File: config.mk
export PLATFORM = sky130hd
export DESIGN_NAME = abna_fit_stage
export DESIGN_NICKNAME = d
export VERILOG_FILES = /design/src/rtl/core/abna_pkg.sv /design/src/rtl/core/abna_fit_stage.sv
export SDC_FILE = /design/constraint.sdc
export NUM_CORES = 1
export LEC_CHECK = 0
export BUFFER_PORTS_ARGS = -buffer_cell sky130_fd_sc_hd__buf_2
export CAP_MARGIN = 40
export CORE_MARGIN = 2
export CORE_UTILIZATION = 50
export DETAILED_ROUTE_END_ITERATION = 12
export PLACE_DENSITY = 0.76
export SYNTH_ARGS = -nofsm -noshare
export SYNTH_HDL_FRONTEND = slang
export SYNTH_SLANG_ARGS = --single-unit
File: constraint.sdc
create_clock -name i_clk -period 3.7 [get_ports i_clk]
set_input_delay 0.185 -clock i_clk [delete_from_list [all_inputs] [get_ports i_clk]]
set_output_delay 0.185 -clock i_clk [all_outputs]
set_load 0.1 [all_outputs]
File: src/rtl/core/abna_pkg.sv
package abna_pkg;

    localparam logic [63:0] LOW48_MASK  = 64'h0000_FFFF_FFFF_FFFF;
    localparam logic [63:0] HIGH16_MASK = 64'hFFFF_0000_0000_0000;

    localparam int unsigned FIT_STAGES   = 8;
    localparam int unsigned FIT_PER_STEP = 8;

    // width select codes
    localparam logic [1:0] WSEL_AUTO = 2'd0;
    localparam logic [1:0] WSEL_48   = 2'd1;
    localparam logic [1:0] WSEL_64   = 2'd2;

    // slap classes
    localparam logic [1:0] SLAP_NONE = 2'd0;
    localparam logic [1:0] SLAP_ELI  = 2'd1;
    localparam logic [1:0] SLAP_SAI  = 2'd2;
    localparam logic [1:0] SLAP_AAI  = 2'd3;

    localparam logic [2:0] ZYX_ELI = 3'b101;
    localparam logic [2:0] ZYX_SAI = 3'b111;
    localparam logic [2:0] ZYX_AAI = 3'b001;

    typedef struct packed {
        logic [63:0] addr;
        logic [63:0] val;
        logic [63:0] hi;
        logic [63:0] mask;
        logic        is_mask;
        logic        want_mask;
        logic        wide;
        logic        empty;
    } t_item;

    typedef struct packed {
        logic        empty_flag;
        logic        multicast_flag;
        logic        local_flag;
        logic [1:0]  slap_class;
        logic        is_wide;
        logic        result_is_mask;
        logic [63:0] aligned_value;
        logic [63:0] aligned_base;
    } t_result;

    // low j ones in a 65-bit word, j from 1 to 64
    function automatic logic [64:0] f_ones(input int unsigned j);
        logic [65:0] v;
        v = (66'd1 << j) - 66'd1;
        return v[64:0];
    endfunction

endpackage

File: src/rtl/core/abna_fit_stage.sv
module abna_fit_stage #(
    parameter int unsigned STAGE = 0
) (
    input  logic                i_clk,
    input  logic                i_rst_n,
    input  logic                i_en,
    input  logic                i_valid,
    input  abna_pkg::t_item     i_item,
    output logic                o_valid,
    output abna_pkg::t_item     o_item
);

    logic            r_valid;
    abna_pkg::t_item r_item;
    abna_pkg::t_item n_item;
    logic [64:0]     ones;
    logic [64:0]     first;
    logic [63:0]     last;

    // block of size 2^j fits when the rounded-up start does not wrap
    // and its last address stays within the range end
    always_comb begin
        n_item = i_item;
        ones   = '0;
        first  = '0;
        last   = '0;
        for (int unsigned k = 0; k < abna_pkg::FIT_PER_STEP; k++) begin
            ones  = abna_pkg::f_ones(STAGE * abna_pkg::FIT_PER_STEP + k + 1);
            first = ({1'b0, i_item.addr} + ones) & ~ones;
            last  = first[63:0] | ones[63:0];
            n_item.mask[STAGE * abna_pkg::FIT_PER_STEP + k] =
                first[64] || (last > i_item.hi);
        end
    end

    always_ff @(posedge i_clk) begin
        if (!i_rst_n) begin
            r_valid <= 1'b0;
        end else if (i_en) begin
            r_valid <= i_valid;
        end
    end

    always_ff @(posedge i_clk) begin
        if (i_en) begin
            r_item <= n_item;
        end
    end

    assign o_valid = r_valid;
    assign o_item  = r_item;

endmodule

# == After elaboration in Yosys (flattened, before gate mapping) ==
# Cells that the tools add are included.
# op_classes
add_sub_neg,8
magnitude_cmp,8
n_reduce_logical,8
# op_table
cell,count
$gt A64 B64 Y1,8
$add A64 B1 Y65 const B,1
$add A64 B2 Y65 const B,1
$add A64 B3 Y65 const B,1
$add A64 B4 Y65 const B,1
$add A64 B5 Y65 const B,1
$add A64 B6 Y65 const B,1
$add A64 B7 Y65 const B,1
$add A64 B8 Y65 const B,1
$logic_or A1 B1 Y1,8
# totals
reg_bits,261
output_inout_bits,261
elab_cells,33

# == Depth between registers and ports, before layout ==
# depth
depth_word,3
ltp_mapped,20
depth_no_buf,17

# == Worst setup path after synthesis ==
# No wires, ideal clock.
# synth_path
path_kind,input port to flip-flop
startpoint,input i_item[196] (netlist bit)
endpoint,"register r_item (netlist bit o_item[10]), data pin"
setup_time_ps,262
arrival_time_ps,3859
required_ps,3438
slack_ps,-421
stages,19
n_path_buf,2
cell_sequence,clkbuf_1 inv_1 ha_1 buf_2 nor3b_2 nand3b_1 o21ai_0 nor2_1 nand3_1 nor2_1 xor2_1 ha_1 nand4_1 or2_2 nor3_1 nand3_1 nor4_1 o32a_1 o21ai_0
# synth_lines
element,line,rtl
"start, declared",abna_fit_stage.sv:8,"input abna_pkg::t_item i_item,"
"end signal, assigned",abna_fit_stage.sv:46,r_item <= n_item;
"end, declared",abna_fit_stage.sv:14,abna_pkg::t_item r_item;

==> impl_metrics.py <==
metrics = {
    "run_status": {
        "status": "complete, but fails checks",
        "violations": "setup timing",
    },
    "floorplanning": {
        "core_sq_um": 51610,
        "rows": 83,
        "fp.dieH_um": 233.1,
        "die_area_sq_um": 54340,
        "num_io_pins": 525,
        "initial_core_util_pct": 50.85,
        "die_w_um": 233.1,
    },
    "worst_setup_path": {
        "path_buf_inv": 4,
        "critical_path_required_ns": 4.07,
        "worstPathArrival_ns": 4.16,
        "cpPeakStageDelay_ns": 0.50,
        "slowest_stage": "nor4_4",
        "crit_top_cell": "nand4_1",
        "rrSetupSlack_ns": 2.42,
        "cp-start-kind": "input port",
        "crit_type": "in2reg",
        "crit_fanout": 4,
        "crit_chain": "buf_2 -> buf_4 -> nand4_1 -> or2_2 -> buf_4 -> nor4_4 -> buf_12 -> nand2b_4 -> xnor2_1 -> ha_1 -> nand4_1 -> nor3_2 -> nand4_1 -> nor2_2 -> nand3_2 -> or4_4 -> a22o_1",
        "crit_family": "simple AND/OR/NAND/NOR gates",
        "end_kind": "register",
    },
    "cts": {
        "h-tree-depth": 1,
        "cts_buffer_depth": 3,
        "cts_buffers": 28,
        "clock-sinks": 261,
        "clk_pin_slew_ns": 0.07,
        "clock_latency_ns": 0.60,
        "cts_tree": "built",
        "cts_root_buf": "clkbuf_16",
    },
    "route": {
        "wire_per_inst_um": 30.19,
        "post-route-drc-count": 0,
        "drt_first_pass_iters": 9,
        "route.vias.total": 31620,
        "wirelength_um": 152100,
        "vias_per_cell": 6.277,
        "ant_nets": 0,
        "drtIter0Drc": 5184,
    },
    "place": {
        "post-place-cells": 4720,
        "pre_cts_slack_ns": -1.112,
        "placed_cell_area_sq_um": 35450,
        "dp_hpwl_um": 118200,
        "numPortBuffers": 516,
        "place_congestion": 1.204,
    },
    "finish": {
        "drive_above_1_share_pct": 36.19,
        "final_cell_mix": "buf_4, buf_2, ha_1",
        "final_net_count": 5074,
        "finish.instance_area_sq_um": 39750,
        "final_common_cell": "buf_4",
        "stdcell_count": 5037,
        "final_core_util_pct": 77.02,
        "area_delta_synth_final_pct": 51.46,
    },
    "sta": {
        "setup_viol": 5,
        "finalWorstSetupSlack_ns": -0.08118,
        "grt_setup_unrepaired": "yes",
        "maxSlewViolCount": 0,
        "fin_crit_sh_pct": 102.2,
        "worst_pin_slew_ns": 0.9422,
        "finalHoldViolations": 0,
        "max_freq_ghz": 0.2645,
        "period_minus_slack_ns": 3.781,
        "slew_headroom_pct": 37.19,
        "fin_skew_ns": 0,
    },
    "global_route": {
        "grt_overflow_total": 0,
        "grt_util_all_layers_pct": 53.36,
        "antenna_found_initial": 12,
        "grt_max_degree": 105,
        "grt_pass1_wl_um": 205800,
        "grt_pass1_vias": 29720,
    },
    "power_and_ir_drop": {
        "ir_worst_vdd_mv": 0.3259,
        "powerDensity_nw_per_um2": 289.9,
        "p_leak_nw": 18.69,
        "power.total_mw": 11.52,
    },
    "logic_synthesis": {
        "syn_area_per_cell_sq_um": 9.264,
        "ys_seq_area_share_pct": 29.82,
        "synth_fp_nets": 3575,
        "synth-edff-count": 260,
        "yosysUniqueCellTypes": 64,
        "ys_seq_elements": 261,
        "synth-main-ff-cell": "edfxtp_1",
        "synth_area_sq_um": 26250,
        "yosysWarnings": 0,
        "syn_inst": 2833,
        "synth-async-reset-ratio_pct": 0,
    },
    "job": {
        "max_cap_violations": 0,
    },
    "worst_hold_path": {
        "hold_class": "in2reg",
    },
}
[state kept, by name, indices dropped and copies added, names as in the netlist]
name,count
o_valid,1
o_item,260
[metrics by stage]
stage | hold slack, ns | setup TNS, ns
4_1_cts | 0.002306 | -0.07988
5_1_grt | 0.01540 | -0.5358
6_report | 0.01208 | -0.2374
3_5_place_dp | 0.3632 | -6.657
3_3_place_gp | 0.3611 | -6.379
2_1_floorplan | 0.2839 | -0.08912
[logic make-up after synthesis]
group | Yosys count | share of synthesized area (%)
AOI/OAI and AO/OA | 396 | 9.449
xor gates and xnor gates | 472 | 15.75
adders and majority gates | 478 | 22.79
buffers and inverters | 176 | 2.727
DFF | 261 | 29.82
muxes | 1 | 0.03814
and+or+nand+nor | 1049 | 19.42
[synth_stat cells, types with 4 or more instances]
library cell	n	area, sq um
nor2_1	315	1182
nand2_1	265	994.7
inv_1	81	304.0
nand4_1	134	838.3
or3_1	17	106.4
o21ai_0	63	315.3
and2_1	13	81.33
xor2_1	268	2347
or4_1	12	90.09
buf_2	26	130.1
nor2b_1	15	93.84
a211oi_1	23	172.7
a22oi_1	4	30.03
a221oi_1	10	87.58
a2111oi_0	5	43.79
edfxtp_1	260	7807
nor4_1	24	150.1
nor3_1	68	340.3
clkbuf_1	42	157.7
ha_1	478	5981
and4_1	23	201.4
nand3_1	80	400.4
o211a_1	4	40.04
a221o_1	5	50.05
buf_4	4	30.03
o31ai_1	6	45.04
o21bai_1	6	45.04
a21o_1	84	630.6
a21oi_1	154	770.7
o211ai_1	10	75.07
nand2b_1	23	143.9
xnor2_1	204	1787
and3_1	15	93.84
buf_1	21	78.83
or2_2	22	137.6
[power by group]
part / internal (mW) / leakage [nW] / switching (mW)
clock: 1.57 / 0.424 / 1.38
combinational: 1.46 / 15.7 / 3.49
sequential: 3.52 / 2.55 / 0.114
[layer usage]
layer	wire length, um	track usage [%]
met5	84	0
met1	52900	65.05
met2	61080	77.37
met3	22150	16.65
met4	15850	43.07
[area by class of cell]
class                   count  area (sq um)
repair buffers           1563         11280
clock inverters            18         160.2
fillers                  3569         11860
well taps                 680         850.8
inverters                  82         310.3
diodes                      5         12.51
flip-flops and latches    261          7828
clock buffers              32         737.0
multi-input cells        2396         18570
[final timing paths]
path,depth (start not counted),startpoint,to
worst max-delay path,17,i_item[218],o_item[9]$_DFFE_PP_
worst min-delay path,1,i_item[259],o_item[259]$_DFFE_PP_
worst max register to register,3,o_valid$_SDFFE_PN0P_,o_valid$_SDFFE_PN0P_
worst min register to register,3,o_valid$_SDFFE_PN0P_,o_valid$_SDFFE_PN0P_
[what timing repair did]
action	4_1_cts	5_1_grt
gates cloned	0	0
hold endpoints to repair	210	0
setup endpoints to repair	8	8
pin swaps	27	69
gates resized for setup	66	147
setup buffers	13	41
hold buffers	211	0
(Power assumes the default switching activity.)
