File: src/rtl/core/abna_pkg.sv
package abna_pkg;

    localparam logic [63:0] LOW48_MASK  = 64'h0000_FFFF_FFFF_FFFF;
    localparam logic [63:0] HIGH16_MASK = 64'hFFFF_0000_0000_0000;

    localparam int unsigned FIT_STAGES   = 8;
    localparam int unsigned FIT_PER_STEP = 8;

    // width select codes
    localparam logic [1:0] WSEL_AUTO = 2'd0;
    localparam logic [1:0] WSEL_48   = 2'd1;
    localparam logic [1:0] WSEL_64   = 2'd2;

    // slap classes
    localparam logic [1:0] SLAP_NONE = 2'd0;
    localparam logic [1:0] SLAP_ELI  = 2'd1;
    localparam logic [1:0] SLAP_SAI  = 2'd2;
    localparam logic [1:0] SLAP_AAI  = 2'd3;

    localparam logic [2:0] ZYX_ELI = 3'b101;
    localparam logic [2:0] ZYX_SAI = 3'b111;
    localparam logic [2:0] ZYX_AAI = 3'b001;

    typedef struct packed {
        logic [63:0] addr;
        logic [63:0] val;
        logic [63:0] hi;
        logic [63:0] mask;
        logic        is_mask;
        logic        want_mask;
        logic        wide;
        logic        empty;
    } t_item;

    typedef struct packed {
        logic        empty_flag;
        logic        multicast_flag;
        logic        local_flag;
        logic [1:0]  slap_class;
        logic        is_wide;
        logic        result_is_mask;
        logic [63:0] aligned_value;
        logic [63:0] aligned_base;
    } t_result;

    // low j ones in a 65-bit word, j from 1 to 64
    function automatic logic [64:0] f_ones(input int unsigned j);
        logic [65:0] v;
        v = (66'd1 << j) - 66'd1;
        return v[64:0];
    endfunction

endpackage

File: src/rtl/core/abna_norm.sv
module abna_norm (
    input  logic                i_clk,
    input  logic                i_rst_n,
    input  logic                i_en,
    input  logic                i_valid,
    input  logic [63:0]         i_base_addr,
    input  logic [63:0]         i_set_value,
    input  logic                i_value_is_mask,
    input  logic [1:0]          i_width_sel,
    input  logic                i_target_is_mask,
    output logic                o_valid,
    output abna_pkg::t_item     o_item
);

    logic            r_valid;
    abna_pkg::t_item r_item;
    abna_pkg::t_item n_item;
    logic [64:0]     sum;

    always_comb begin
        n_item           = '0;
        n_item.is_mask   = i_value_is_mask;
        n_item.want_mask = i_target_is_mask;
        case (i_width_sel)
            abna_pkg::WSEL_48: n_item.wide = 1'b0;
            abna_pkg::WSEL_64: n_item.wide = 1'b1;
            default:           n_item.wide = i_base_addr > abna_pkg::LOW48_MASK;
        endcase
        n_item.addr = i_value_is_mask ? (i_base_addr & i_set_value) : i_base_addr;
        n_item.val  = i_set_value;
        if (!n_item.wide) begin
            n_item.addr = n_item.addr & abna_pkg::LOW48_MASK;
            if (i_value_is_mask) begin
                n_item.val = i_set_value | abna_pkg::HIGH16_MASK;
            end
        end
        n_item.empty = !i_value_is_mask && (i_set_value == 64'd0);
        // range end, saturating at the top of the space
        sum = {1'b0, n_item.addr} + {1'b0, i_set_value - 64'd1};
        n_item.hi   = sum[64] ? '1 : sum[63:0];
        n_item.mask = '1;
    end

    always_ff @(posedge i_clk) begin
        if (!i_rst_n) begin
            r_valid <= 1'b0;
        end else if (i_en) begin
            r_valid <= i_valid;
        end
    end

    always_ff @(posedge i_clk) begin
        if (i_en) begin
            r_item <= n_item;
        end
    end

    assign o_valid = r_valid;
    assign o_item  = r_item;

endmodule

File: config.mk
export PLATFORM = sky130hd
export DESIGN_NAME = abna_norm
export DESIGN_NICKNAME = d
export VERILOG_FILES = /design/src/rtl/core/abna_pkg.sv /design/src/rtl/core/abna_norm.sv
export SDC_FILE = /design/constraint.sdc
export NUM_CORES = 1
export LEC_CHECK = 0
export ABC_CLOCK_PERIOD_IN_PS = 6360
export BUFFER_PORTS_ARGS = -buffer_cell sky130_fd_sc_hd__buf_2
export CAP_MARGIN = 15
export CORE_ASPECT_RATIO = 0.7
export CORE_MARGIN = 1.5
export CORE_UTILIZATION = 40
export DETAILED_ROUTE_END_ITERATION = 10
export GPL_TIMING_DRIVEN = 0
export PLACE_DENSITY = 0.73
export SLEW_MARGIN = 5
export SYNTH_ARGS = -nofsm -noshare
export SYNTH_HDL_FRONTEND = slang
export SYNTH_SLANG_ARGS = --single-unit
export TNS_END_PERCENT = 100
File: constraint.sdc
create_clock -name i_clk -period 6.36 [get_ports i_clk]
set_input_delay 0.954 -clock i_clk [delete_from_list [all_inputs] [get_ports i_clk]]
set_output_delay 0.954 -clock i_clk [all_outputs]
set_load 0.05 [all_outputs]
Word-level counts from Yosys, hierarchy flattened
Cells that the tools add are included.
- register bits after elaboration: 197
- $lt $le $gt $ge: 1
- equality and inequality tests: 2
- bitwise logic cells: 1
- reductions and logical operators: 3
- multiplexer cells: 4
- $add $sub $neg: 2
- operators with widths (cell ; number):
    128-bit two-way mux ; 1
    64-bit two-way mux ; 2
    64-bit by 64-bit adder with 65-bit output ; 1
    64-bit AND ; 1
    64-bit by 48-bit greater-than comparator with 1-bit output, second input constant ; 1
    64-bit zero test ; 1
    64-bit by 1-bit subtractor with 64-bit output, second input constant ; 1
    2-bit by 1-bit == test with 1-bit output, second input constant ; 1
    2-bit == test, second input constant ; 1
    1-bit case mux with 2 select lines ; 1
    1-bit logical AND ; 1
    1-bit zero test ; 1

Depth between registers and ports, before layout
- depth in word-level cells: 4
- depth in mapped cells: 24
- mapped depth without buffers: 21

Worst setup path before layout
Ideal clock, no wire load.
- path type: input to register
- start: in i_set_value[0]
- end: reg r_item, in the netlist o_item[130], data pin
- setup time: 267 ps
- path buffers: 3
- data arrival time: 5477 ps
- stages on the path: 21
- slack: 616 ps
- cells stage by stage: inv_1 ha_1 nor3b_2 nand2_1 or2_2 clkbuf_1 or3_1 buf_2 nor4_1 xor2_1 ha_1 clkbuf_1 and3_1 nand3_1 or3_1 a2111o_1 a211oi_1 o21ai_1 a2111oi_0 o21a_1 o21ai_1
- longest elaborated chain between the ends: 4
- ends and longest elaborated chain (item ; line ; RTL):
    from (decl) ; abna_norm.sv:7 ; input logic [63:0] i_set_value,
    parallel branches: the longest is 3 deep, another holds 64-bit by 1-bit subtractor with 64-bit output ; - ;
    64-bit by 64-bit adder with 65-bit output (*) ; abna_norm.sv:39 ; sum = {1'b0, n_item.addr} + {1'b0, i_set_value - 64'd1};
    to (signal assigned) ; abna_norm.sv:54 ; r_item <= n_item;
    to (decl) ; abna_norm.sv:16 ; abna_pkg::t_item r_item;
Mark *: on every way between the ends.
A chain may end at the register's enable or synchronous reset.

Final worst setup path
- start: in i_set_value[31]
- end: reg r_item, in the netlist o_item[125], data pin
The elaborated chain is that of the path after synthesis.

==> flow_summary.json <==
{
  "fin_util": 0.5066,
  "synth_edf_count": 196,
  "ios": 397,
  "pwr-share-seq": 0.384,
  "critPathMaxStageDelay_ns": 0.55,
  "coreArea_um2": 31150,
  "critPathArrivalTime_ns": 6.37,
  "dieArea_um2": 32730,
  "wl_um": 39790,
  "hp-class": "flip-flop to flip-flop",
  "clkPwrFrac": 0.252,
  "p_int_mw": 2.571,
  "first_iter_violations": 957,
  "synth_commonest_cells": "196 x edfxtp_1, 140 x nand2_1, 94 x a21oi_1",
  "tightestPinTransition_ns": 1.018,
  "finalHoldViolations": 0,
  "reg2reg_depth": 2,
  "crit_path_end_kind": "flip-flop",
  "cts_root_buf": "clkbuf_16",
  "dieHeight_um": 151.8,
  "period_share": 0.9638,
  "fin_skew_ns": 0,
  "slowest_stage": "or4_4",
  "setup_violations": 0,
  "synthesis.area_um2": 12650,
  "crit_type": "input pin to flip-flop",
  "path_cells": "buf_2 -> or4_4 -> or3_4 -> or4_4 -> nor3_4 -> nand3_2 -> or2_4 -> nor4_1 -> xor2_1 -> ha_1 -> clkbuf_1 -> nand2_1 -> a2111oi_0 -> nor2_1 -> o21ai_0 -> nand2_1 -> o31a_4 -> clkbuf_4 -> o21ai_0",
  "die_w_um": 215.6,
  "clockBufferDepth": 2,
  "path_max_fanout": 10,
  "synth_area_leaders": "edfxtp_1 47%, ha_1 7.4%, xnor2_1 4.4%, nand2_1 4.2%, buf_4 3.8%",
  "cts_max_level": 4,
  "instances_no_fill": 2094,
  "switching_power_mw": 1.751,
  "synth.most_common_cell": "edfxtp_1",
  "start_util": 0.4063,
  "cap_violations": 0,
  "synth_top_area_share": 0.4651,
  "drive_gt1_frac": 0.2837,
  "async_flop_share": 0,
  "power.total_mw": 4.322,
  "synth-main-ff-cell": "edfxtp_1",
  "timing.slew.headroom": 0.3212,
  "fin_crit_ns": 6.130,
  "clkTransAtPathRegs_ns": 0.08,
  "fin_nets": 1870,
  "drc": 0,
  "syn_to_final_growth_pct": 24.69,
  "avgViaCountPerCell": 5.242,
  "postRouteAntennaNets": 0,
  "tns_ns": 0,
  "ys_ff_latch": 197,
  "dr.pass1.iters": 5,
  "ys_types": 71,
  "num_rows": 54,
  "cts.sinks": 197,
  "dp.cells": 2061,
  "hold_buffers": 0,
  "overflow": 0,
  "max_freq_ghz": 0.1631,
  "grt_usage": 0.2419,
  "worstPathRequired_ns": 6.60,
  "rsz0062_at_grt": "yes",
  "swShare": 0.4052,
  "cts_tree": "done",
  "yosys.area.top_type": "edfxtp_1",
  "slew_viol_final": 0,
  "clock_latency_ns": 0.47,
  "grt_pass1_wl_um": 60580,
  "p_comb_frac": 0.365,
  "min_path_cells": 2,
  "wl_per_cell_um": 19.00,
  "vias": 10980,
  "yosys_warnings": 0,
  "p_per_area_nw_per_um2": 273.9,
  "syn-mean-instance-area_um2": 10.16,
  "setup.worst_path.start_class": "input pin",
  "gp_congestion": 0.9470,
  "portBuffers": 331,
  "hpwl_um": 31760,
  "ir_worst_vdd_mv": 0.2122,
  "outcome": "complete, no violations",
  "yosysSeqAreaShare": 0.4667,
  "leakagePower_nw": 6.857,
  "numCtsBuffers": 17,
  "grt_max_degree": 109,
  "syn_inst": 1246,
  "grt_pass1_vias": 10320,
  "antenna_found_initial": 3
}
-- placed cells by master (no fill, tap or decap), drive strengths merged, types with 4 or more instances in the layout --
cell type	netlist	routed
clkinvlp	0	4
nor2b	5	5
nand2	141	141
buf	66	399
edfxtp	196	196
o21ai	76	76
or4	11	11
nand2b	19	19
o21bai	15	15
ha	75	75
xor2	43	43
a21o	31	31
and2	5	5
a211oi	8	8
conb	1	64
and3	6	6
nand3	21	21
o21a	33	33
nor2	79	79
or2	4	4
nor3	28	28
or3	11	11
clkbuf	32	46
nor4	24	24
nand4	19	19
a31oi	7	7
xnor2	65	65
inv	50	56
o211ai	7	7
a21oi	94	94
a21boi	31	31
clkinv	0	4
-- sequential cells by signal (all words and copies together), names as in the netlist --
register	flops
o_item	196
o_valid	1
-- what timing repair did --
action	in CTS	in global routing
setup buffers	0	1
pin swaps	1	1
gates cloned	0	0
endpoints found under the setup margin	64	62
resized for setup	11	18
-- power by group through the flow --
stage	logic (mW)	clock network [mW]	registers, mW
5_1_grt	1.68	1.15	1.67
3_5_place_dp	1.55	0	1.69
4_1_cts	1.56	1.11	1.66
3_3_place_gp	1.54	0	1.69
2_1_floorplan	0.604	0	2.22
6_report	1.58	1.09	1.66
-- cell families (layout without fill, tap and decap cells) --
logic type | after synthesis | count (layout) | synth area share
XOR/XNOR | 108 | 108 | 0.07593
adder cells (fa/ha/maj) | 76 | 76 | 0.07574
multiplexers | 1 | 1 | 0.0007910
flip-flops | 197 | 197 | 0.4667
buffers and inverters | 148 | 510 | 0.06308
AND/OR/NAND/NOR | 386 | 386 | 0.1531
other | 1 | 67 | 0.0002963
AO/OA/AOI/OAI | 329 | 329 | 0.1644
-- metrics by stage --
step | area, um^2 | hold WS [ns] | setup slack, ns
2_1_floorplan | 12890 | 0.7429 | 0.6160
3_3_place_gp | 15070 | 0.4964 | -1.499
3_5_place_dp | 15110 | 0.5199 | -1.572
4_1_cts | 15710 | 0.5417 | 0.05569
5_1_grt | 15780 | 0.5768 | -0.05640
6_report | 15780 | 0.5339 | 0.2300
-- layout make-up --
type	instances	area [um^2]
fillers	2887	15370
multi-input cells	964	6275
flip-flops and latches	197	5906
repair buffers	333	1702
plain buffers	95	605.6
well taps	420	525.5
clock buffers	17	425.4
inverters	50	187.7
clock inverters	15	145.1
diodes	3	7.507
-- critical path: cells and delay by family --
family	cells	cell delay (ns)
simple gates	10	2.95
xor+xnor	1	0.12
buf+inv	3	0.73
fa+ha+maj	1	0.29
compound gates	4	1.28
-- path summary, 6_finish.rpt --
path,startpoint,end,slack [ns]
worst max-delay path,i_set_value[31],o_item[125]$_SDFFCE_PP1P_,0.23
worst min-delay path,o_valid$_SDFFE_PN0P_,o_valid$_SDFFE_PN0P_,0.53
worst max register to register,o_valid$_SDFFE_PN0P_,o_valid$_SDFFE_PN0P_,5.76
worst min register to register,o_valid$_SDFFE_PN0P_,o_valid$_SDFFE_PN0P_,0.53
-- per-layer routing --
metal,track usage,vias to the layer above,share of wire
met3,0.05986,34,0.080
met1,0.3527,5225,0.47
met4,0.06593,0,0.014
met5,0,-,0
met2,0.3561,450,0.44
li1,-,5267,-
(Power assumes the default switching activity.)
