**config.mk**
```make
export PLATFORM = sky130hd
export DESIGN_NAME = abna_finish
export DESIGN_NICKNAME = d
export VERILOG_FILES = /design/src/rtl/core/abna_pkg.sv /design/src/rtl/core/abna_finish.sv
export SDC_FILE = /design/constraint.sdc
export NUM_CORES = 1
export LEC_CHECK = 0
export BUFFER_PORTS_ARGS = -buffer_cell sky130_fd_sc_hd__buf_2
export CAP_MARGIN = 20
export CELL_PAD_IN_SITES_DETAIL_PLACEMENT = 0
export CELL_PAD_IN_SITES_GLOBAL_PLACEMENT = 2
export CORE_ASPECT_RATIO = 1.5
export CORE_MARGIN = 3
export CORE_UTILIZATION = 29
export DETAILED_ROUTE_END_ITERATION = 10
export PLACE_DENSITY_LB_ADDON = 0.1
export SLEW_MARGIN = 20
export SYNTH_ARGS = -nofsm -noshare
export SYNTH_HDL_FRONTEND = slang
export SYNTH_SLANG_ARGS = --single-unit
export TNS_END_PERCENT = 50
```
**constraint.sdc**
```tcl
create_clock -name i_clk -period 3.7 [get_ports i_clk]
set_input_delay 0.555 -clock i_clk [delete_from_list [all_inputs] [get_ports i_clk]]
set_output_delay 0.555 -clock i_clk [all_outputs]
set_load 0.005 [all_outputs]
```
**src/rtl/core/abna_pkg.sv**
```systemverilog
package abna_pkg;

    localparam logic [63:0] LOW48_MASK  = 64'h0000_FFFF_FFFF_FFFF;
    localparam logic [63:0] HIGH16_MASK = 64'hFFFF_0000_0000_0000;

    localparam int unsigned FIT_STAGES   = 8;
    localparam int unsigned FIT_PER_STEP = 8;

    // width select codes
    localparam logic [1:0] WSEL_AUTO = 2'd0;
    localparam logic [1:0] WSEL_48   = 2'd1;
    localparam logic [1:0] WSEL_64   = 2'd2;

    // slap classes
    localparam logic [1:0] SLAP_NONE = 2'd0;
    localparam logic [1:0] SLAP_ELI  = 2'd1;
    localparam logic [1:0] SLAP_SAI  = 2'd2;
    localparam logic [1:0] SLAP_AAI  = 2'd3;

    localparam logic [2:0] ZYX_ELI = 3'b101;
    localparam logic [2:0] ZYX_SAI = 3'b111;
    localparam logic [2:0] ZYX_AAI = 3'b001;

    typedef struct packed {
        logic [63:0] addr;
        logic [63:0] val;
        logic [63:0] hi;
        logic [63:0] mask;
        logic        is_mask;
        logic        want_mask;
        logic        wide;
        logic        empty;
    } t_item;

    typedef struct packed {
        logic        empty_flag;
        logic        multicast_flag;
        logic        local_flag;
        logic [1:0]  slap_class;
        logic        is_wide;
        logic        result_is_mask;
        logic [63:0] aligned_value;
        logic [63:0] aligned_base;
    } t_result;

    // low j ones in a 65-bit word, j from 1 to 64
    function automatic logic [64:0] f_ones(input int unsigned j);
        logic [65:0] v;
        v = (66'd1 << j) - 66'd1;
        return v[64:0];
    endfunction

endpackage

```
**src/rtl/core/abna_finish.sv**
```systemverilog
module abna_finish (
    input  logic                i_clk,
    input  logic                i_rst_n,
    input  logic                i_en,
    input  logic                i_valid,
    input  abna_pkg::t_item     i_item,
    output logic                o_valid,
    output abna_pkg::t_result   o_result
);

    logic              r_valid;
    abna_pkg::t_result r_result;
    abna_pkg::t_result n_result;
    logic [63:0]       base_al;
    logic [3:0]        nib;

    always_comb begin
        n_result                = '0;
        n_result.result_is_mask = i_item.want_mask;
        n_result.is_wide        = i_item.wide;
        n_result.empty_flag     = i_item.empty;
        base_al = (i_item.addr + ~i_item.mask) & i_item.mask;
        if (i_item.is_mask) begin
            n_result.aligned_base  = i_item.addr;
            // lowest set bit is two to the trailing zero count
            n_result.aligned_value = i_item.want_mask ? i_item.val
                                   : (i_item.val & (~i_item.val + 64'd1));
        end else if (i_item.empty) begin
            n_result.aligned_base  = i_item.addr;
            n_result.aligned_value = '0;
        end else begin
            n_result.aligned_base  = base_al;
            n_result.aligned_value = i_item.want_mask ? i_item.mask
                                   : (~i_item.mask + 64'd1);
        end
        nib = i_item.wide ? n_result.aligned_base[59:56] : n_result.aligned_base[43:40];
        n_result.local_flag     = nib[1];
        n_result.multicast_flag = nib[0];
        case (nib[3:1])
            abna_pkg::ZYX_ELI: n_result.slap_class = abna_pkg::SLAP_ELI;
            abna_pkg::ZYX_SAI: n_result.slap_class = abna_pkg::SLAP_SAI;
            abna_pkg::ZYX_AAI: n_result.slap_class = abna_pkg::SLAP_AAI;
            default:           n_result.slap_class = abna_pkg::SLAP_NONE;
        endcase
    end

    always_ff @(posedge i_clk) begin
        if (!i_rst_n) begin
            r_valid <= 1'b0;
        end else if (i_en) begin
            r_valid <= i_valid;
        end
    end

    always_ff @(posedge i_clk) begin
        if (i_en) begin
            r_result <= n_result;
        end
    end

    assign o_valid  = r_valid;
    assign o_result = r_result;

endmodule

```
Yosys cells after proc, flatten, opt, wreduce, memory -nomap -nowiden
Cells that the tools add are included.
- add/sub/neg operators: 3
- bitwise logic cells: 4
- multiplexer cells: 6
- equal/unequal tests: 3
- operator list (operator ; number):
    128-bit 2-to-1 mux ; 2
    64-bit by 1-bit adder with 64-bit output (second input constant) ; 2
    64-bit AND ; 2
    64-bit 2-to-1 mux ; 2
    64-bit inverter ; 2
    64-bit adder ; 1
    3-bit == test (second input constant) ; 2
    2-bit case mux with 3 select lines ; 1
    4-bit 2-to-1 mux ; 1
    3-bit by 1-bit == test with 1-bit output (second input constant) ; 1
- output and inout port bits: 136
- input port bits: 264
- word-level logic and storage cells: 25
- register bits: 136

Depth between registers and ports, before layout
Gate-level depths: netlist (run 1).
- word-level depth: 8
- mapped depth: 14
- gate-level depth less buffers: 13

Worst setup path after synthesis (run 1)
OpenSTA, ideal clock, no wires.
- path kind: input port to flip-flop
- from: input port i_item[8] in the netlist's numbering
- to: register r_result, in the netlist o_result[130] (data pin)
- stages: 12
- setup time: 256 ps
- data arrival time: 3045 ps
- path slack: 399 ps
- required time: 3444 ps
- buffers on the path: 0
- cells stage by stage: inv_1 > ha_1 > a21oi_2 > o21ai_1 > o21a_1 > o21ai_0 > o21ai_1 > a31oi_2 > o211ai_1 > o311ai_0 > o211ai_1 > a31o_2
- RTL lines (item ; line ; source):
    start, declared ; abna_finish.sv:6 ; input abna_pkg::t_item i_item,
    end signal, assigned ; abna_finish.sv:57 ; r_result <= n_result;
    end, declared ; abna_finish.sv:12 ; abna_pkg::t_result r_result;

==> flow_results.xml, run 1 <==
<?xml version="1.0" encoding="UTF-8"?>
<metrics>
  <group name="setup_path">
    <metric name="nature_of_the_critical_path_startpoint" unit="">primary input</metric>
    <metric name="rr_startpoint" unit="">o_valid</metric>
    <metric name="worst-path-max-fanout" unit="">4</metric>
    <metric name="crit_path_end_kind" unit="">flip-flop</metric>
    <metric name="worstPathRequired" unit="ps">4010</metric>
    <metric name="timing.reg2reg.setup_slack" unit="ps">3110</metric>
    <metric name="start_to_end_type_of_the_worst_setup_path" unit="">primary input to flip-flop</metric>
    <metric name="launching_element_of_the_worst_setup_path" unit="">i_item[6]</metric>
    <metric name="worst_ep_arrival_time" unit="ps">3850</metric>
    <metric name="worstRegToRegCells" unit="">2</metric>
  </group>
  <group name="run">
    <metric name="maxCapViolations" unit="">0</metric>
  </group>
  <group name="logic_synthesis">
    <metric name="postSynthCellCount" unit="">1378</metric>
    <metric name="post_synth.cell_area_avg" unit="um2">8.50</metric>
    <metric name="synthDistinctLibCells" unit="">82</metric>
    <metric name="main_combinational_cell_family_by_area_after_synthesis" unit="">compound AO/OA/AOI/OAI gates</metric>
    <metric name="seq_area_frac_synth" unit="">0.348</metric>
    <metric name="postSynthNetCount" unit="">1706</metric>
    <metric name="synth-main-ff-cell" unit="">edfxtp_1</metric>
    <metric name="count_of_flip_flops_with_a_built_in_enable_after_synthesis" unit="">135</metric>
    <metric name="yosys.area_share.simple" unit="">0.186</metric>
    <metric name="syn_area" unit="um2">11700</metric>
    <metric name="synthMuxAreaShare" unit="">0.00438</metric>
    <metric name="synth.ff_latch_count" unit="">136</metric>
    <metric name="yosysWarningCount" unit="">0</metric>
    <metric name="post_synth_fa_ha_maj_area_fraction" unit="">0.0690</metric>
    <metric name="yosys.area_share.xor_xnor" unit="">0.0868</metric>
    <metric name="ys_async_sr_fraction" unit="">0</metric>
    <metric name="synth_compound_area_frac" unit="">0.254</metric>
  </group>
  <group name="floorplan">
    <metric name="core_region_area" unit="um2">39600</metric>
    <metric name="ios" unit="">400</metric>
    <metric name="die_w" unit="um">170</metric>
    <metric name="placementRows" unit="">89</metric>
    <metric name="initial_core_util" unit="">0.295</metric>
    <metric name="dieArea" unit="um2">42900</metric>
    <metric name="die-height" unit="um">252</metric>
  </group>
  <group name="clock_tree">
    <metric name="cts-buffers-inserted" unit="">17</metric>
    <metric name="cts_tree" unit="">done</metric>
    <metric name="root_buffer" unit="">clkbuf_16</metric>
    <metric name="cts_hold_repair.buffers" unit="">0</metric>
    <metric name="clkLatencyLatePin" unit="ps">450</metric>
    <metric name="cts_max_path_buffers" unit="">2</metric>
    <metric name="clk_pin_slew" unit="ps">70</metric>
    <metric name="cts_max_level" unit="">4</metric>
    <metric name="clock_sink_count" unit="">136</metric>
  </group>
  <group name="route">
    <metric name="drt_iter0_markers" unit="">583</metric>
    <metric name="drt.antenna.violating_nets" unit="">0</metric>
    <metric name="wire_length_per_cell" unit="um">21.6</metric>
    <metric name="drc" unit="">0</metric>
    <metric name="detail_route.wirelength" unit="um">52500</metric>
    <metric name="via_count" unit="">12700</metric>
    <metric name="avgViaCountPerCell" unit="">5.22</metric>
    <metric name="dr.pass1.iters" unit="">5</metric>
  </group>
  <group name="timing">
    <metric name="timing_max_transition_violations_final" unit="">0</metric>
    <metric name="grt_setup_unrepaired" unit="">no</metric>
    <metric name="worst_clock_skew" unit="ps">0</metric>
    <metric name="hold_violations" unit="">0</metric>
    <metric name="finalHoldWorstSlack" unit="ps">314</metric>
    <metric name="final.period_utilization" unit="">0.956</metric>
    <metric name="worst-slew-pin-transition" unit="ps">764</metric>
    <metric name="period_minus_slack" unit="ps">3540</metric>
    <metric name="setup_tns" unit="ps">0</metric>
    <metric name="timing.max_slew.rel_slack" unit="">0.490</metric>
    <metric name="fmax" unit="MHz">283</metric>
    <metric name="setup_violations" unit="">0</metric>
  </group>
  <group name="min_path">
    <metric name="worstHoldPathCells" unit="">2</metric>
    <metric name="holdCritStartpoint" unit="">i_rst_n</metric>
    <metric name="timing.hold.worst.class" unit="">primary input to flip-flop</metric>
  </group>
  <group name="final_layout">
    <metric name="syn2layout_area_growth" unit="%">38.8</metric>
    <metric name="fraction_of_final_layout_cells_with_drive_strength_greater_than_1" unit="">0.337</metric>
    <metric name="layout_commonest_cell" unit="">buf_2</metric>
    <metric name="finalNetCount" unit="">2240</metric>
    <metric name="layout.cells.most_common_list" unit="">333 x buf_2, 241 x buf_4, 154 x nand2_1, 135 x edfxtp_1, 111 x a21oi_1</metric>
    <metric name="total_of_fill_cells_in_the_finished_design" unit="">4246</metric>
  </group>
  <group name="pwr">
    <metric name="power.ir.vdd_worst" unit="uV">185</metric>
    <metric name="p_leak" unit="nW">7.19</metric>
    <metric name="power_density" unit="nW/um2">337</metric>
    <metric name="report.power.total" unit="mW">5.47</metric>
  </group>
  <group name="outcome">
    <metric name="run_status" unit="">finished clean</metric>
  </group>
  <group name="place">
    <metric name="port_buf_inserts" unit="">335</metric>
    <metric name="dp.final_hpwl" unit="um">43800</metric>
    <metric name="finalWeightedCongestion" unit="">0.911</metric>
  </group>
  <group name="global_routing">
    <metric name="grt_overflow_total" unit="">0</metric>
    <metric name="first_global_vias" unit="">12900</metric>
    <metric name="grt_antenna_before_repair" unit="">7</metric>
    <metric name="track_usage" unit="">0.237</metric>
    <metric name="pin_count_of_the_biggest_net_entering_global_routing" unit="">76</metric>
    <metric name="grt_pass1_wl" unit="um">76200</metric>
  </group>
</metrics>
-- final cells by class --
| type | count | area, um2 | share of cell area |
|---|---|---|---|
| Sequential cell | 136 | 4070 | 0.251 |
| Clock inverter | 10 | 95.1 | 0.00585 |
| Clock buffer | 22 | 484 | 0.0298 |
| Antenna cell | 5 | 12.5 | 0.000770 |
| Multi-Input combinational cell | 1084 | 7060 | 0.434 |
| Tap cell | 500 | 626 | 0.0385 |
| Inverter | 95 | 357 | 0.0219 |
| Timing Repair Buffer | 578 | 3550 | 0.218 |
-- Yosys cell counts (all sizes together), types with 34 or more instances --
master  number  area share
nor3        40       0.019
a21oi      113       0.049
o21ai       94       0.040
edfxtp     135        0.35
xnor2       97       0.073
nand2      156       0.051
nand3       36       0.015
o31ai       58       0.038
clkbuf      50       0.016
nor2        88       0.030
a21o        37       0.024
a31oi       34       0.019
ha          63       0.067
inv         95       0.030
-- where the power goes --
group | internal [mW] | total, mW | switching [mW]
sequential | 1.87 | 1.91 | 0.0429
clock | 0.998 | 1.75 | 0.752
combinational | 0.806 | 1.81 | 1.01
-- registers in the layout, indices dropped and copies added (netlist names) --
register / flops
o_result: 135
o_valid: 1
-- worst max-delay path: stages --
cell      delay, ps
buf_2            90
inv_1            50
ha_1            350
nand4b_1        140
a21oi_1         260
o21ai_0         290
a21oi_1         360
nand4_1         140
nand3_1         180
a21oi_1         180
o41ai_1         510
a21oi_1         150
or4b_1          490
nand3_1         110
-- what timing repair did --
item	in CTS	in global routing
setup buffers	0	0
hold endpoints to repair	0	0
endpoints found under the setup margin	0	4
gates resized for setup	0	5
-- cell families after synthesis --
| family | count (synthesis) |
|---|---|
| AND/OR/NAND/NOR | 438 |
| multiplexers | 5 |
| flip-flops | 136 |
| XOR/XNOR | 116 |
| AO/OA/AOI/OAI | 461 |
| buffers and inverters | 158 |
| adder cells (fa/ha/maj) | 64 |
-- metrics by stage --
stage | instances | area (um2) | setup WS [ps] | utilization
floorplan | 1378 | 11700 | 399 | -
global placement | 2393 | 15600 | -321 | 0.394
detailed placement | 2393 | 15600 | -338 | 0.394
CTS | 2425 | 16200 | 118 | 0.409
global route | 2428 | 16200 | 0.519 | 0.410
finish | 2430 | 16300 | 163 | 0.410
-- final timing paths --
check,end
hold reg to reg,o_valid
hold / removal,o_valid
setup reg to reg,o_valid
setup / recovery,o_result[63]
-- per-layer routing --
metal / vias up / track usage / routed length (um)
li1: 6204 / - / -
met1: 6017 / 0.260 / 20300
met2: 366 / 0.447 / 27900
met3: 82 / 0.0391 / 2350
met4: 4 / 0.0993 / 1990
met5: - / 0 / 23
Note: power is estimated with default switching activity, not from simulation.
==> run 2: changes to the inputs <==
--- a/config.mk
+++ b/config.mk
@@ -12,6 +12,7 @@
 export CORE_ASPECT_RATIO = 1.5
 export CORE_MARGIN = 3
 export CORE_UTILIZATION = 29
+export CTS_BUF_LIST = sky130_fd_sc_hd__clkbuf_8 sky130_fd_sc_hd__clkbuf_16
 export DETAILED_ROUTE_END_ITERATION = 10
 export PLACE_DENSITY_LB_ADDON = 0.1
 export SLEW_MARGIN = 20
==> run 2 against run 1 <==
Compared with the run above:
- sequential power about the same
- core utilization unchanged
- die area unchanged
- worst hold slack about the same
- count of clock-buffer cells in the layout decreased by 1
- cell area unchanged
- sequential share of layout area unchanged
- critical endpoint unchanged
==> flow_results.xml, run 2 (synthesis results as in run 1) <==
<?xml version="1.0" encoding="UTF-8"?>
<metrics>
  <group name="setup_path">
    <metric name="rr_startpoint" unit="">o_valid</metric>
    <metric name="worstPathRequired" unit="ps">4010</metric>
    <metric name="cp_num_buf_inv" unit="">2</metric>
    <metric name="crit_path_end_kind" unit="">flip-flop</metric>
    <metric name="cp_common_cell" unit="">a21oi_1</metric>
    <metric name="start_to_end_type_of_the_worst_setup_path" unit="">primary input to flip-flop</metric>
    <metric name="cp.depth" unit="">14</metric>
    <metric name="critical_path.slowest_cell" unit="">o41ai_1</metric>
    <metric name="worst_path_largest_cell_delay" unit="ps">510</metric>
    <metric name="worstReg2RegEnd" unit="">o_valid</metric>
    <metric name="worstRegToRegCells" unit="">2</metric>
    <metric name="worst-path-max-fanout" unit="">4</metric>
    <metric name="nature_of_the_critical_path_startpoint" unit="">primary input</metric>
    <metric name="worst_ep_arrival_time" unit="ps">3850</metric>
    <metric name="crit_family" unit="">compound AO/OA/AOI/OAI gates</metric>
    <metric name="timing.reg2reg.setup_slack" unit="ps">3110</metric>
    <metric name="crit_path_cell_trace" unit="">buf_2 -&gt; inv_1 -&gt; ha_1 -&gt; nand4b_1 -&gt; a21oi_1 -&gt; o21ai_0 -&gt; a21oi_1 -&gt; nand4_1 -&gt; nand3_1 -&gt; a21oi_1 -&gt; o41ai_1 -&gt; a21oi_1 -&gt; or4b_1 -&gt; nand3_1</metric>
  </group>
  <group name="timing">
    <metric name="period_minus_slack" unit="ps">3540</metric>
    <metric name="final.period_utilization" unit="">0.956</metric>
    <metric name="postLayoutSetupSlackWorst" unit="ps">163</metric>
    <metric name="timing.max_slew.rel_slack" unit="">0.489</metric>
    <metric name="finalHoldWorstSlack" unit="ps">314</metric>
    <metric name="fmax" unit="MHz">283</metric>
    <metric name="worst_clock_skew" unit="ps">0</metric>
    <metric name="timing_max_transition_violations_final" unit="">0</metric>
    <metric name="grt_setup_unrepaired" unit="">no</metric>
    <metric name="worst-slew-pin-transition" unit="ps">766</metric>
    <metric name="setup_violations" unit="">0</metric>
    <metric name="hold_violations" unit="">0</metric>
  </group>
  <group name="min_path">
    <metric name="holdCritStartpoint" unit="">i_rst_n</metric>
    <metric name="timing.hold.worst.class" unit="">primary input to flip-flop</metric>
    <metric name="worstHoldPathCells" unit="">2</metric>
    <metric name="hold-path-endpoint" unit="">o_valid</metric>
  </group>
  <group name="outcome">
    <metric name="run_status" unit="">finished clean</metric>
  </group>
  <group name="clock_tree">
    <metric name="clkLatencyLatePin" unit="ps">450</metric>
    <metric name="clk_pin_slew" unit="ps">70</metric>
    <metric name="cts-buffers-inserted" unit="">17</metric>
    <metric name="clock_sink_count" unit="">136</metric>
    <metric name="cts_tree" unit="">done</metric>
    <metric name="cts_max_level" unit="">4</metric>
    <metric name="postCtsSetupRepairBufs" unit="">0</metric>
    <metric name="cts_max_path_buffers" unit="">2</metric>
    <metric name="root_buffer" unit="">clkbuf_16</metric>
  </group>
  <group name="floorplan">
    <metric name="dieArea" unit="um2">42900</metric>
    <metric name="die_w" unit="um">170</metric>
    <metric name="initial_core_util" unit="">0.295</metric>
    <metric name="core_region_area" unit="um2">39600</metric>
    <metric name="die-height" unit="um">252</metric>
    <metric name="placementRows" unit="">89</metric>
    <metric name="ios" unit="">400</metric>
  </group>
  <group name="global_routing">
    <metric name="track_usage" unit="">0.237</metric>
    <metric name="pin_count_of_the_biggest_net_entering_global_routing" unit="">76</metric>
    <metric name="grt_overflow_total" unit="">0</metric>
    <metric name="grt_pass1_wl" unit="um">76200</metric>
    <metric name="grt_antenna_before_repair" unit="">7</metric>
    <metric name="first_global_vias" unit="">12900</metric>
  </group>
  <group name="route">
    <metric name="drc" unit="">0</metric>
    <metric name="drt.antenna.violating_nets" unit="">0</metric>
    <metric name="detail_route.wirelength" unit="um">52500</metric>
    <metric name="dr.pass1.iters" unit="">5</metric>
    <metric name="avgViaCountPerCell" unit="">5.22</metric>
    <metric name="wire_length_per_cell" unit="um">21.6</metric>
    <metric name="via_count" unit="">12700</metric>
    <metric name="drt_iter0_markers" unit="">584</metric>
  </group>
  <group name="final_layout">
    <metric name="layout.cells.most_common_list" unit="">333 x buf_2, 241 x buf_4, 154 x nand2_1, 135 x edfxtp_1, 111 x a21oi_1</metric>
    <metric name="stdcell_area" unit="um2">16300</metric>
    <metric name="final_cell_count_no_fill" unit="">2430</metric>
    <metric name="finalNetCount" unit="">2240</metric>
    <metric name="layout_commonest_cell" unit="">buf_2</metric>
    <metric name="syn2layout_area_growth" unit="%">38.8</metric>
    <metric name="largest_register_ffs" unit="">135</metric>
    <metric name="fraction_of_final_layout_cells_with_drive_strength_greater_than_1" unit="">0.337</metric>
  </group>
  <group name="run">
    <metric name="maxCapViolations" unit="">0</metric>
  </group>
  <group name="place">
    <metric name="dp.final_hpwl" unit="um">43800</metric>
    <metric name="pre_cts_ws" unit="ps">-338</metric>
    <metric name="place.detailed.instances" unit="">2393</metric>
    <metric name="post_dp_cell_area" unit="um2">15600</metric>
    <metric name="finalWeightedCongestion" unit="">0.911</metric>
    <metric name="port_buf_inserts" unit="">335</metric>
  </group>
  <group name="pwr">
    <metric name="report.power.total" unit="mW">5.47</metric>
    <metric name="power.ir.vdd_worst" unit="uV">185</metric>
    <metric name="p_leak" unit="nW">7.20</metric>
    <metric name="power_density" unit="nW/um2">337</metric>
  </group>
</metrics>
## run 2: layout make-up
cell class,count,area [um2]
diodes,5,12.5
clock buffers,21,480
clock inverters,11,98.8
fillers,4246,23400
inverters,95,357
multi-input cells,1084,7060
flip-flops and latches,136,4070
well taps,500,626
repair buffers,578,3550
## run 2: report_power, final
group	switching (mW)	leakage [nW]	internal, mW
combinational	1.01	5.59	0.806
sequential	0.0429	1.32	1.87
clock	0.752	0.287	0.995
## run 2: stage by stage
step | setup TNS, ps | util
after floorplan | 0 | -
after global placement | -2710 | 0.394
after detailed placement | -2980 | 0.394
after CTS | 0 | 0.409
after global routing | 0 | 0.410
final | 0 | 0.410
## run 2: worst max path at each step
stage / end / startpoint
2_1_floorplan: o_result[130] / i_item[8]
3_3_place_gp: o_result[130] / i_item[24]
3_5_place_dp: o_result[130] / i_item[24]
4_1_cts: o_result[130] / i_item[24]
5_1_grt: o_result[133] / i_item[6]
6_report: o_result[63] / i_item[6]
## run 2: worst reg2reg max path: stages (launching register included)
cell	delay, ps
dfxtp_1	310
mux2i_1	120
nor2b_1	60
## run 2: repair_timing
item	4_1_cts	5_1_grt
gates resized for setup	0	5
endpoints found under the setup margin	0	4
hold buffers	0	0
endpoints found under the hold margin	0	0
## run 2: layer usage
metal,up-vias,global-route usage,part of all wire
met5,-,0,0.00044
met4,4,0.0993,0.038
met3,82,0.0391,0.044
met2,357,0.447,0.53
met1,6036,0.260,0.39
li1,6204,-,-
==> run 3: changes to the inputs <==
--- a/config.mk
+++ b/config.mk
@@ -6,7 +6,7 @@
 export NUM_CORES = 1
 export LEC_CHECK = 0
 export BUFFER_PORTS_ARGS = -buffer_cell sky130_fd_sc_hd__buf_2
-export CAP_MARGIN = 20
+export CAP_MARGIN = 0
 export CELL_PAD_IN_SITES_DETAIL_PLACEMENT = 0
 export CELL_PAD_IN_SITES_GLOBAL_PLACEMENT = 2
 export CORE_ASPECT_RATIO = 1.5
@@ -15,6 +15,7 @@
 export CTS_BUF_LIST = sky130_fd_sc_hd__clkbuf_8 sky130_fd_sc_hd__clkbuf_16
 export DETAILED_ROUTE_END_ITERATION = 10
 export PLACE_DENSITY_LB_ADDON = 0.1
+export SETUP_SLACK_MARGIN = 0.3
 export SLEW_MARGIN = 20
 export SYNTH_ARGS = -nofsm -noshare
 export SYNTH_HDL_FRONTEND = slang
==> run 3 against run 2 <==
Compared with the run above:
- critical endpoint is now o_result[131]
- highest routed layer unchanged
- sequential share of layout area fell by 0.54 points
- largest power group unchanged
- largest cell class unchanged
- cell count rose by 0.25%
- cell area rose by 2.2%
- setup slack improved by 180 ps
- critical path depth rose by 2
- non-clock buffer count rose by 6
==> flow_results.xml, run 3 (synthesis results as in run 1) <==
<?xml version="1.0" encoding="UTF-8"?>
<metrics>
  <group name="global_routing">
    <metric name="pin_count_of_the_biggest_net_entering_global_routing" unit="">76</metric>
    <metric name="grt_pass1_wl" unit="um">76800</metric>
    <metric name="track_usage" unit="">0.239</metric>
    <metric name="grt_overflow_total" unit="">0</metric>
    <metric name="grt_antenna_before_repair" unit="">7</metric>
    <metric name="first_global_vias" unit="">13000</metric>
  </group>
  <group name="place">
    <metric name="finalWeightedCongestion" unit="">0.911</metric>
    <metric name="dp.final_hpwl" unit="um">43800</metric>
    <metric name="port_buf_inserts" unit="">335</metric>
  </group>
  <group name="floorplan">
    <metric name="dieArea" unit="um2">42900</metric>
    <metric name="die_w" unit="um">170</metric>
    <metric name="core_region_area" unit="um2">39600</metric>
    <metric name="ios" unit="">400</metric>
    <metric name="die-height" unit="um">252</metric>
    <metric name="placementRows" unit="">89</metric>
    <metric name="initial_core_util" unit="">0.295</metric>
  </group>
  <group name="timing">
    <metric name="timing.max_slew.rel_slack" unit="">0.486</metric>
    <metric name="worst-slew-pin-transition" unit="ps">770</metric>
    <metric name="final.period_utilization" unit="">0.907</metric>
    <metric name="setup_violations" unit="">0</metric>
    <metric name="hold_violations" unit="">0</metric>
    <metric name="timing_max_transition_violations_final" unit="">0</metric>
    <metric name="fmax" unit="MHz">298</metric>
    <metric name="grt_setup_unrepaired" unit="">yes</metric>
    <metric name="worst_clock_skew" unit="ps">0</metric>
    <metric name="setup_tns" unit="ps">0</metric>
    <metric name="period_minus_slack" unit="ps">3350</metric>
  </group>
  <group name="clock_tree">
    <metric name="cts_tree" unit="">done</metric>
    <metric name="clock_sink_count" unit="">136</metric>
    <metric name="cts_max_level" unit="">4</metric>
    <metric name="clkLatencyLatePin" unit="ps">450</metric>
    <metric name="cts-buffers-inserted" unit="">17</metric>
    <metric name="cts_hold_repair.buffers" unit="">0</metric>
    <metric name="cts_max_path_buffers" unit="">2</metric>
    <metric name="root_buffer" unit="">clkbuf_16</metric>
    <metric name="clk_pin_slew" unit="ps">70</metric>
  </group>
  <group name="min_path">
    <metric name="worstHoldPathCells" unit="">2</metric>
    <metric name="timing.hold.worst.class" unit="">primary input to flip-flop</metric>
  </group>
  <group name="final_layout">
    <metric name="syn2layout_area_growth" unit="%">41.9</metric>
    <metric name="fraction_of_final_layout_cells_with_drive_strength_greater_than_1" unit="">0.358</metric>
    <metric name="total_of_fill_cells_in_the_finished_design" unit="">4227</metric>
    <metric name="layout.cells.most_common_list" unit="">333 x buf_2, 245 x buf_4, 154 x nand2_1, 135 x edfxtp_1, 101 x a21oi_1</metric>
    <metric name="multiInputGateArea" unit="um2">7360</metric>
    <metric name="largest_register_ffs" unit="">135</metric>
    <metric name="finalNetCount" unit="">2246</metric>
    <metric name="layout_commonest_cell" unit="">buf_2</metric>
    <metric name="final-seq-area" unit="um2">4070</metric>
  </group>
  <group name="run">
    <metric name="maxCapViolations" unit="">0</metric>
  </group>
  <group name="setup_path">
    <metric name="crit_path_end_kind" unit="">flip-flop</metric>
    <metric name="worst-path-max-fanout" unit="">6</metric>
    <metric name="nature_of_the_critical_path_startpoint" unit="">primary input</metric>
    <metric name="worst_ep_arrival_time" unit="ps">3550</metric>
    <metric name="cp_common_cell" unit="">buf_4</metric>
    <metric name="start_to_end_type_of_the_worst_setup_path" unit="">primary input to flip-flop</metric>
    <metric name="crit_path_cell_trace" unit="">buf_2 -&gt; inv_1 -&gt; ha_1 -&gt; o21ai_0 -&gt; a21oi_2 -&gt; o211ai_1 -&gt; buf_4 -&gt; a211o_1 -&gt; a31oi_4 -&gt; nand3_4 -&gt; a21oi_1 -&gt; buf_4 -&gt; mux2i_1 -&gt; nor2_1 -&gt; o41ai_2 -&gt; a211oi_2</metric>
    <metric name="critical_path.slowest_cell" unit="">ha_1</metric>
    <metric name="worst_path_largest_cell_delay" unit="ps">370</metric>
    <metric name="worstRegToRegCells" unit="">2</metric>
    <metric name="worstPathRequired" unit="ps">3900</metric>
  </group>
  <group name="route">
    <metric name="dr.pass1.iters" unit="">6</metric>
    <metric name="drc" unit="">0</metric>
    <metric name="detail_route.wirelength" unit="um">53000</metric>
    <metric name="drt_iter0_markers" unit="">609</metric>
    <metric name="avgViaCountPerCell" unit="">5.22</metric>
    <metric name="wire_length_per_cell" unit="um">21.8</metric>
    <metric name="drt.antenna.violating_nets" unit="">0</metric>
    <metric name="via_count" unit="">12700</metric>
  </group>
  <group name="pwr">
    <metric name="report.power.total" unit="mW">5.54</metric>
    <metric name="power.ir.vdd_worst" unit="uV">184</metric>
    <metric name="power_density" unit="nW/um2">334</metric>
    <metric name="p_leak" unit="nW">7.28</metric>
  </group>
  <group name="outcome">
    <metric name="run_status" unit="">finished clean</metric>
  </group>
</metrics>
run 3: worst paths after layout:
check,from,end,slack [ps]
setup / recovery,i_item[13],o_result[131],350
hold / removal,i_rst_n,o_valid,320
setup reg to reg,o_valid,o_valid,3110
hold reg to reg,o_valid,o_valid,520
run 3: per-layer routing:
metal  share of wire  vias up  track usage
li1                -     6217            -
met2            0.53      368        0.447
met3           0.043       81       0.0401
met1            0.39     6058        0.262
met4           0.039        4        0.104
met5         0.00043        -            0
run 3: cell type report:
class | instances | area share
Multi-Input combinational cell | 1084 | 0.443
Sequential cell | 136 | 0.245
Timing Repair Buffer | 584 | 0.217
Tap cell | 500 | 0.0377
Clock buffer | 21 | 0.0289
Inverter | 95 | 0.0215
Clock inverter | 11 | 0.00595
Antenna cell | 5 | 0.000753
run 3: through the flow:
step / cell area (um2) / std cells / util / setup slack [ps] / hold slack (ps)
global route: 16600 / 2434 / 0.419 / 267 / 308
global placement: 15600 / 2393 / 0.394 / -321 / 490
detailed placement: 15600 / 2393 / 0.394 / -338 / 516
finish: 16600 / 2436 / 0.419 / 345 / 316
CTS: 16400 / 2427 / 0.414 / 303 / 296
floorplan: 11700 / 1378 / - / 399 / 507
run 3: power by group:
| group | switching (mW) | leakage (nW) | internal, mW |
|---|---|---|---|
| clock | 0.749 | 0.287 | 0.995 |
| sequential | 0.0427 | 1.32 | 1.87 |
| combinational | 1.04 | 5.68 | 0.844 |
run 3: critical path, delay by kind of cell:
family	cells	cell delay (ps)
compound gates	8	1740
fa+ha+maj	1	370
buf+inv	4	470
mux	1	170
simple gates	2	240
run 3: repair_timing:
| action | CTS | global route |
|---|---|---|
| pin swaps | 10 | 13 |
| gates resized for setup | 30 | 30 |
| setup buffers | 2 | 4 |
| setup endpoints to repair | 10 | 17 |
